### src/rtl/awb_pkg.sv
// awb gain register writer: shared constants, types and tables
`timescale 1ns / 1ps
package awb_pkg;

	localparam int RATIO_BITS = 10;
	localparam int DEN_W = RATIO_BITS + 10;
	localparam int DIV_BPS = 4;
	localparam int DIV_STAGES = (RATIO_BITS + 20 + DIV_BPS - 1) / DIV_BPS;
	localparam int NUM_W = DIV_STAGES * DIV_BPS;
	localparam int GAIN_W = 16;
	localparam int SLOTS = 8;

	localparam logic [9:0] UNITY_RATIO = 10'd1000;
	localparam logic [GAIN_W-1:0] UNITY_GAIN = 16'h0400;
	localparam logic [GAIN_W-1:0] GAIN_MAX = 16'hFFFF;

	typedef enum logic [1:0] {
		KIND_WRITE = 2'd0,
		KIND_NONE  = 2'd1,
		KIND_ERR   = 2'd2
	} kind_t;

	typedef struct packed {
		logic err;
	} div_tag_t;

	typedef struct packed {
		logic [DEN_W:0] rem;
		logic [NUM_W-1:0] nq;
	} div_st_t;

	// write slots: red hi/lo, green hi/lo twice, blue hi/lo
	function automatic logic [15:0] slot_addr(logic [2:0] slot);
		logic [15:0] a;
		unique case (slot)
			3'd0: a = 16'h5106;
			3'd1: a = 16'h5107;
			3'd2: a = 16'h5102;
			3'd3: a = 16'h5103;
			3'd4: a = 16'h5104;
			3'd5: a = 16'h5105;
			3'd6: a = 16'h5100;
			default: a = 16'h5101;
		endcase
		return a;
	endfunction

endpackage

### src/rtl/awb_div.sv
// awb gain register writer: pipelined restoring divider, four quotient bits per stage
`timescale 1ns / 1ps
module awb_div (
	input  logic                         clk,
	input  logic                         arst_n,
	input  logic                         en,
	input  logic                         in_valid,
	input  logic [awb_pkg::NUM_W-1:0]    num,
	input  logic [awb_pkg::DEN_W-1:0]    den,
	input  awb_pkg::div_tag_t            tag,
	output logic                         out_valid,
	output logic [awb_pkg::NUM_W-1:0]    quo,
	output awb_pkg::div_tag_t            out_tag
);

	logic                       valid_s [awb_pkg::DIV_STAGES];
	awb_pkg::div_st_t           st_s    [awb_pkg::DIV_STAGES];
	logic [awb_pkg::DEN_W-1:0]  den_s   [awb_pkg::DIV_STAGES];
	awb_pkg::div_tag_t          tag_s   [awb_pkg::DIV_STAGES];
	awb_pkg::div_st_t           init;

	function automatic awb_pkg::div_st_t div_step(awb_pkg::div_st_t st,
			logic [awb_pkg::DEN_W-1:0] d);
		awb_pkg::div_st_t r;
		logic [awb_pkg::DEN_W:0] t;
		r = st;
		for (int k = 0; k < awb_pkg::DIV_BPS; k++) begin
			t = {r.rem[awb_pkg::DEN_W-1:0], r.nq[awb_pkg::NUM_W-1]};
			r.nq = {r.nq[awb_pkg::NUM_W-2:0], 1'b0};
			if (t >= {1'b0, d}) begin
				t = t - {1'b0, d};
				r.nq[0] = 1'b1;
			end
			r.rem = t;
		end
		return r;
	endfunction

	assign init.rem = '0;
	assign init.nq = num;

	always_ff @(posedge clk or negedge arst_n) begin
		if (!arst_n) begin
			for (int i = 0; i < awb_pkg::DIV_STAGES; i++) valid_s[i] <= 1'b0;
		end else if (en) begin
			valid_s[0] <= in_valid;
			for (int i = 1; i < awb_pkg::DIV_STAGES; i++) valid_s[i] <= valid_s[i-1];
		end
	end

	always_ff @(posedge clk) begin
		if (en) begin
			st_s[0] <= div_step(init, den);
			den_s[0] <= den;
			tag_s[0] <= tag;
			for (int i = 1; i < awb_pkg::DIV_STAGES; i++) begin
				st_s[i] <= div_step(st_s[i-1], den_s[i-1]);
				den_s[i] <= den_s[i-1];
				tag_s[i] <= tag_s[i-1];
			end
		end
	end

	assign out_valid = valid_s[awb_pkg::DIV_STAGES-1];
	assign quo = st_s[awb_pkg::DIV_STAGES-1].nq;
	assign out_tag = tag_s[awb_pkg::DIV_STAGES-1];

endmodule

### config.mk
export PLATFORM = sky130hd
export DESIGN_NAME = awb_div
export DESIGN_NICKNAME = d
export VERILOG_FILES = /design/src/rtl/awb_pkg.sv /design/src/rtl/awb_div.sv
export SDC_FILE = /design/constraint.sdc
export NUM_CORES = 2
export LEC_CHECK = 0
export ABC_AREA = 0
export BUFFER_PORTS_ARGS = -buffer_cell sky130_fd_sc_hd__buf_2
export CAP_MARGIN = 15
export CORE_UTILIZATION = 30
export DETAILED_ROUTE_END_ITERATION = 8
export GPL_TIMING_DRIVEN = 0
export HOLD_SLACK_MARGIN = 0.1
export PLACE_DENSITY = 0.56
export SYNTH_ARGS = -nofsm -noshare
export SYNTH_HDL_FRONTEND = slang
export SYNTH_SLANG_ARGS = --single-unit
export TNS_END_PERCENT = 30
### constraint.sdc
create_clock -name clk -period 16.1 [get_ports clk]
set_clock_uncertainty 0.15 [all_clocks]
set_input_delay 0.805 -clock clk [delete_from_list [all_inputs] [get_ports clk]]
set_output_delay 0.805 -clock clk [all_outputs]
set_load 0.005 [all_outputs]
# After elaboration in Yosys (flattened, before gate mapping)
# Memory sizes are Yosys's and may differ from the RTL's.
# Index checks and enable logic that the tools add are counted.
[classes] n_addsub=32 magnitude_cmp=32 n_mux=130
[op_table] operator="$mux W20" n=48
[op_table] operator="$ge A21 B20 Y1" n=31
[op_table] operator="$sub A20 B20 Y20" n=23
[op_table] operator="$mux W21" n=16
[op_table] operator="$sub A21 B20 Y21" n=8
[op_table] operator="$mux W1" n=66
[op_table] operator="$ge A1 B20 Y1" n=1
[op_table] operator="$sub A1 B20 Y20" n=1
[word_totals] regBits=8 mem_bits_rw=592 out_inout_bits=34 elab_cells=205 mem_count=3
[memory_table] memory="st_s" depth=8 width=53 read_ports=8 rd_clocked_by_memory_dff=0 write_ports=8 line_no="awb_div.sv:17" text="awb_pkg::div_st_t st_s [awb_pkg::DIV_STAGES];"
[memory_table] memory="den_s" depth=8 width=20 read_ports=7 rd_clocked_by_memory_dff=0 write_ports=8 line_no="awb_div.sv:18" text="logic [awb_pkg::DEN_W-1:0] den_s [awb_pkg::DIV_STAGES];"
[memory_table] memory="tag_s" depth=8 width=1 read_ports=8 rd_clocked_by_memory_dff=0 write_ports=8 line_no="awb_div.sv:19" text="awb_pkg::div_tag_t tag_s [awb_pkg::DIV_STAGES];"

# Depth between registers and ports, before layout
# An unclocked memory read counts as a cell.
[depth] ltp_word=13 depth_mapped=54

# Worst setup path after synthesis
# OpenSTA, ideal clock, no wires.
[synth_path] kind="reg-to-reg" from="memory den_s[4][1] (netlist name)" to="memory st_s[1][90] (netlist name) (data pin)" setup_time_ns=0.262 arrival_time_ns=11.689 required_ns=15.688 slack_ns=3.999 path_stages_with_launch=52 n_path_buf=7 path_cell_list="edfxtp_1 -> inv_1 -> ha_1 -> nor2b_1 -> o31a_1 -> o31ai_1 -> o21a_1 -> o211a_1 -> buf_2 -> inv_1 -> clkbuf_1 -> buf_1 -> o21ai_0 -> inv_1 -> ha_1 -> nor2b_1 -> o31a_1 -> or4_1 -> [16 not listed] -> a211o_1 -> o21ai_0 -> nand2b_1 -> a221oi_1 -> buf_2 -> mux2_2 -> ha_1 -> a21o_1 -> a2111o_1 -> o21ai_0 -> o21ai_0 -> a211oi_1 -> o21ai_0 -> a31o_2 -> a21oi_1 -> mux2i_1 -> buf_2 -> mux2_1"
[synth_rtl] item="start: declaration" line_no="awb_div.sv:18"
[synth_rtl] item="end: declaration" line_no="awb_div.sv:17"

==> results.json <==
{
  "cts-root-buf": "sky130_fd_sc_hd__clkbuf_16",
  "num-fill-cells": 18100,
  "maximum_number_of_pins_on_one_net_before_global_route_repair": 128,
  "wire_length_of_the_first_global_routing_pass_mm": 246,
  "port_buffers": 90,
  "cp_class": "register to register",
  "layout_nets": 6690,
  "wirelength_mm": 160,
  "vias_per_cell": 5.35,
  "fin_hold_ws_ns": 0.171,
  "antenna_violations_before_repair": 3,
  "final_layout_size_suffix_gt1_frac": 0.0965,
  "status": "completed",
  "critPathBufInv": 12,
  "most_area_hungry_cell_type_in_the_yosys_netlist": "sky130_fd_sc_hd__edfxtp_1",
  "cp_num_cells": 51,
  "synth-seq-area-share": 0.309,
  "postCtsSetupBuffers": 0,
  "syn_inst": 5790,
  "cts_inserted_buffers": 73,
  "finalCritPeriodShare": 0.932,
  "vias": 44800,
  "grt_pass1_vias": 43200,
  "die_area_sq_um": 180000,
  "synth.net_count": 6499,
  "worstHoldPathType": "primary input to register",
  "finalHoldViolCount": 0,
  "gr-usage-met1": 0.227,
  "netlist.area_leader.share": 0.305,
  "rsz0062_at_grt": "no",
  "yosys.cell_types.count": 98,
  "synth.yosys.warnings": 0,
  "drt-pass1-iter-count": 5,
  "globalRouteMet2Util": 0.292,
  "place.gp.congestion": 0.926,
  "area_growth_syn_to_layout_pct": 11.9,
  "timing.critical_path.max_delay_family": "compound AO/OA/AOI/OAI gates",
  "hold_path_depth": 1,
  "drt.antenna.violating_nets": 0,
  "fin_tns_setup_ns": 0,
  "synth.top_cells.by_area": "sky130_fd_sc_hd__edfxtp_1 31%, sky130_fd_sc_hd__ha_1 15%, sky130_fd_sc_hd__xnor2_1 4.8%",
  "synthesized_cell_area_sq_um": 53500,
  "post-synth-top-count-cell": "sky130_fd_sc_hd__ha_1",
  "grt_overflow": 0,
  "critical_path.most_common_cell": "sky130_fd_sc_hd__o21ai_0",
  "layer_with_the_highest_usage_after_global_routing": "met2",
  "ff2ff_path_depth": 51,
  "synth_common_cells": "622 x sky130_fd_sc_hd__ha_1, 544 x sky130_fd_sc_hd__edfxtp_1, 479 x sky130_fd_sc_hd__a21oi_1, 416 x sky130_fd_sc_hd__inv_1, 375 x sky130_fd_sc_hd__nand2_1",
  "postSynth.asyncResetShare": 0.0145,
  "placement_rows": 154,
  "synth-edff-count": 544,
  "routedWlPerCell_microns": 19.1,
  "dp_hpwl_mm": 129,
  "timing.critical_path.slowest_stage_cell": "sky130_fd_sc_hd__o21ai_0",
  "grt_use_total": 0.173,
  "finalCriticalPeriod_ns": 15.00,
  "critPathLaunchType": "register",
  "clock_tree.buffer_depth": 3,
  "drt_iter0_markers": 3467,
  "die_width_microns": 424,
  "cts.clk_slew.worst_paths_ns": 0.07,
  "critical_path_arrival_ns": 15.26,
  "groute.layer.met3.usage": 0.0158,
  "max_stage_delay_ns": 0.57,
  "tritoncts": "built",
  "worstPathRequired_ns": 16.36,
  "floorplan.core_area_sq_um": 177000,
  "fp.dieH_microns": 424,
  "clock_latency_ns": 0.69,
  "initial_core_util": 0.303,
  "num_io_pins": 91,
  "yosys_most_used_dff": "sky130_fd_sc_hd__edfxtp_1",
  "report.final.slew_viol_count": 0,
  "cap_violations": 0,
  "cts-htree-levels": 3,
  "maxClockFrequency_ghz": 0.0667,
  "synth_area_per_cell_sq_um": 9.25,
  "cts_sinks": 552,
  "worstMarginPinSlew_ns": 1.15,
  "post_synthesis_register_bit_count": 552,
  "remaining_drc_errors": 0,
  "worst_setup_path_end_kind": "register",
  "maxSlewHeadroom": 0.233,
  "finalSetupViolCount": 0,
  "critPathMaxFanout": 10
}
-- final timing paths --
kind / to / start / slack (ns)
setup / recovery: st_s[1][90]$_DFFE_PP_ / den_s[4][1]$_DFFE_PP_ / 1.10
hold / removal: st_s[0][16]$_DFFE_PP_ / num[12] / 0.17
setup reg to reg: st_s[1][90]$_DFFE_PP_ / den_s[4][1]$_DFFE_PP_ / 1.10
hold reg to reg: st_s[0][66]$_DFFE_PP_ / st_s[0][9]$_DFFE_PP_ / 0.24
max in group asynchronous: valid_s[2]$_DFFE_PN0P_ / arst_n / 15.26
min in group asynchronous: valid_s[7]$_DFFE_PN0P_ / arst_n / 0.38
-- kinds of logic (layout without fill, tap and decap cells) --
logic type                 after synthesis  count (layout)  share of synthesized area
AOI/OAI and AO/OA                     1711            1711                      0.209
and+or+nand+nor                       1509            1509                      0.139
buffers and inverters                  574             823                     0.0433
xor gates and xnor gates               460             460                     0.0753
adders and majority gates              652             652                      0.157
muxes                                  332             332                     0.0687
other                                    0               2                          0
DFF                                    552             552                      0.309
-- worst register-to-register path, delay by kind of cell (launching register included) --
family	cells	cell delay, ns
multiplexers	3	0.94
adder cells (fa/ha/maj)	4	1.28
AO/OA/AOI/OAI	26	7.92
buffers and inverters	12	2.70
flip-flops	1	0.54
AND/OR/NAND/NOR	6	1.19
-- final cells by class --
type / instances / area, sq um / area share
clock buffer: 82 / 1900 / 0.0318
multi-input combinational: 4664 / 34700 / 0.579
inverter: 428 / 1610 / 0.0269
buffer: 145 / 707 / 0.0118
antenna: 2 / 5.00 / 0.0000835
timing repair buffer: 117 / 813 / 0.0136
tap: 2340 / 2930 / 0.0489
clock inverter: 51 / 732 / 0.0122
sequential: 552 / 16500 / 0.276
-- metal layers --
layer  vias to the layer above  share of wire
met5                         -              0
met2                      1117           0.47
met3                       231          0.043
met4                         0          0.035
met1                     21400           0.45
li1                      22100              -
-- placed cells by master, fill, tap and decap left out, types with 30 or more instances in the layout --
cell type	netlist	final
sky130_fd_sc_hd__mux2i_1	98	98
sky130_fd_sc_hd__nand4_1	78	78
sky130_fd_sc_hd__xnor2_1	294	294
sky130_fd_sc_hd__nor2b_1	94	94
sky130_fd_sc_hd__o21a_1	104	104
sky130_fd_sc_hd__buf_2	14	104
sky130_fd_sc_hd__clkbuf_1	85	89
sky130_fd_sc_hd__a211oi_1	53	53
sky130_fd_sc_hd__fa_1	30	30
sky130_fd_sc_hd__a221o_1	46	46
sky130_fd_sc_hd__o211ai_1	37	37
sky130_fd_sc_hd__xor2_1	166	166
sky130_fd_sc_hd__mux2_2	215	215
sky130_fd_sc_hd__a31oi_1	45	45
sky130_fd_sc_hd__nand2b_1	89	89
sky130_fd_sc_hd__inv_1	416	416
sky130_fd_sc_hd__or3_1	43	43
sky130_fd_sc_hd__edfxtp_1	544	544
sky130_fd_sc_hd__o221ai_1	44	44
sky130_fd_sc_hd__nand2_1	375	375
sky130_fd_sc_hd__buf_4	32	32
sky130_fd_sc_hd__or2_2	33	33
sky130_fd_sc_hd__a21oi_1	479	479
sky130_fd_sc_hd__ha_1	622	622
sky130_fd_sc_hd__clkbuf_16	0	75
sky130_fd_sc_hd__nor3_1	126	126
sky130_fd_sc_hd__nor4_1	39	39
sky130_fd_sc_hd__a21o_1	189	189
sky130_fd_sc_hd__nor2_1	368	367
sky130_fd_sc_hd__o21bai_1	65	65
sky130_fd_sc_hd__and3_1	49	49
sky130_fd_sc_hd__nand3_1	117	117
sky130_fd_sc_hd__and2_1	32	31
sky130_fd_sc_hd__o21ai_0	365	364
-- state kept, by name, indices dropped and copies added (netlist names) --
name and cells:
tag_s 8, valid_s 7, out_valid 1, den_s 140, st_s 396
-- per-stage QoR --
step | cells | setup slack, ns | util | area (sq um)
after detailed placement | 8226 | 0.492 | 0.323 | 57100
after global routing | 8379 | 0.144 | 0.339 | 59900
after floorplan | 5790 | 4.00 | - | 53500
final | 8381 | 1.10 | 0.339 | 59900
after CTS | 8380 | 0.465 | 0.339 | 59900
after global placement | 8220 | 0.570 | 0.322 | 56900
-- what timing repair did --
item,4_1_cts,5_1_grt
endpoints found under the setup margin,0,20
hold endpoints to repair,28,0
hold buffers,21,0
resized for setup,0,8
Power is not shown: default switching activity piles up to over one toggle a cycle in this logic, so the estimate is an artifact.
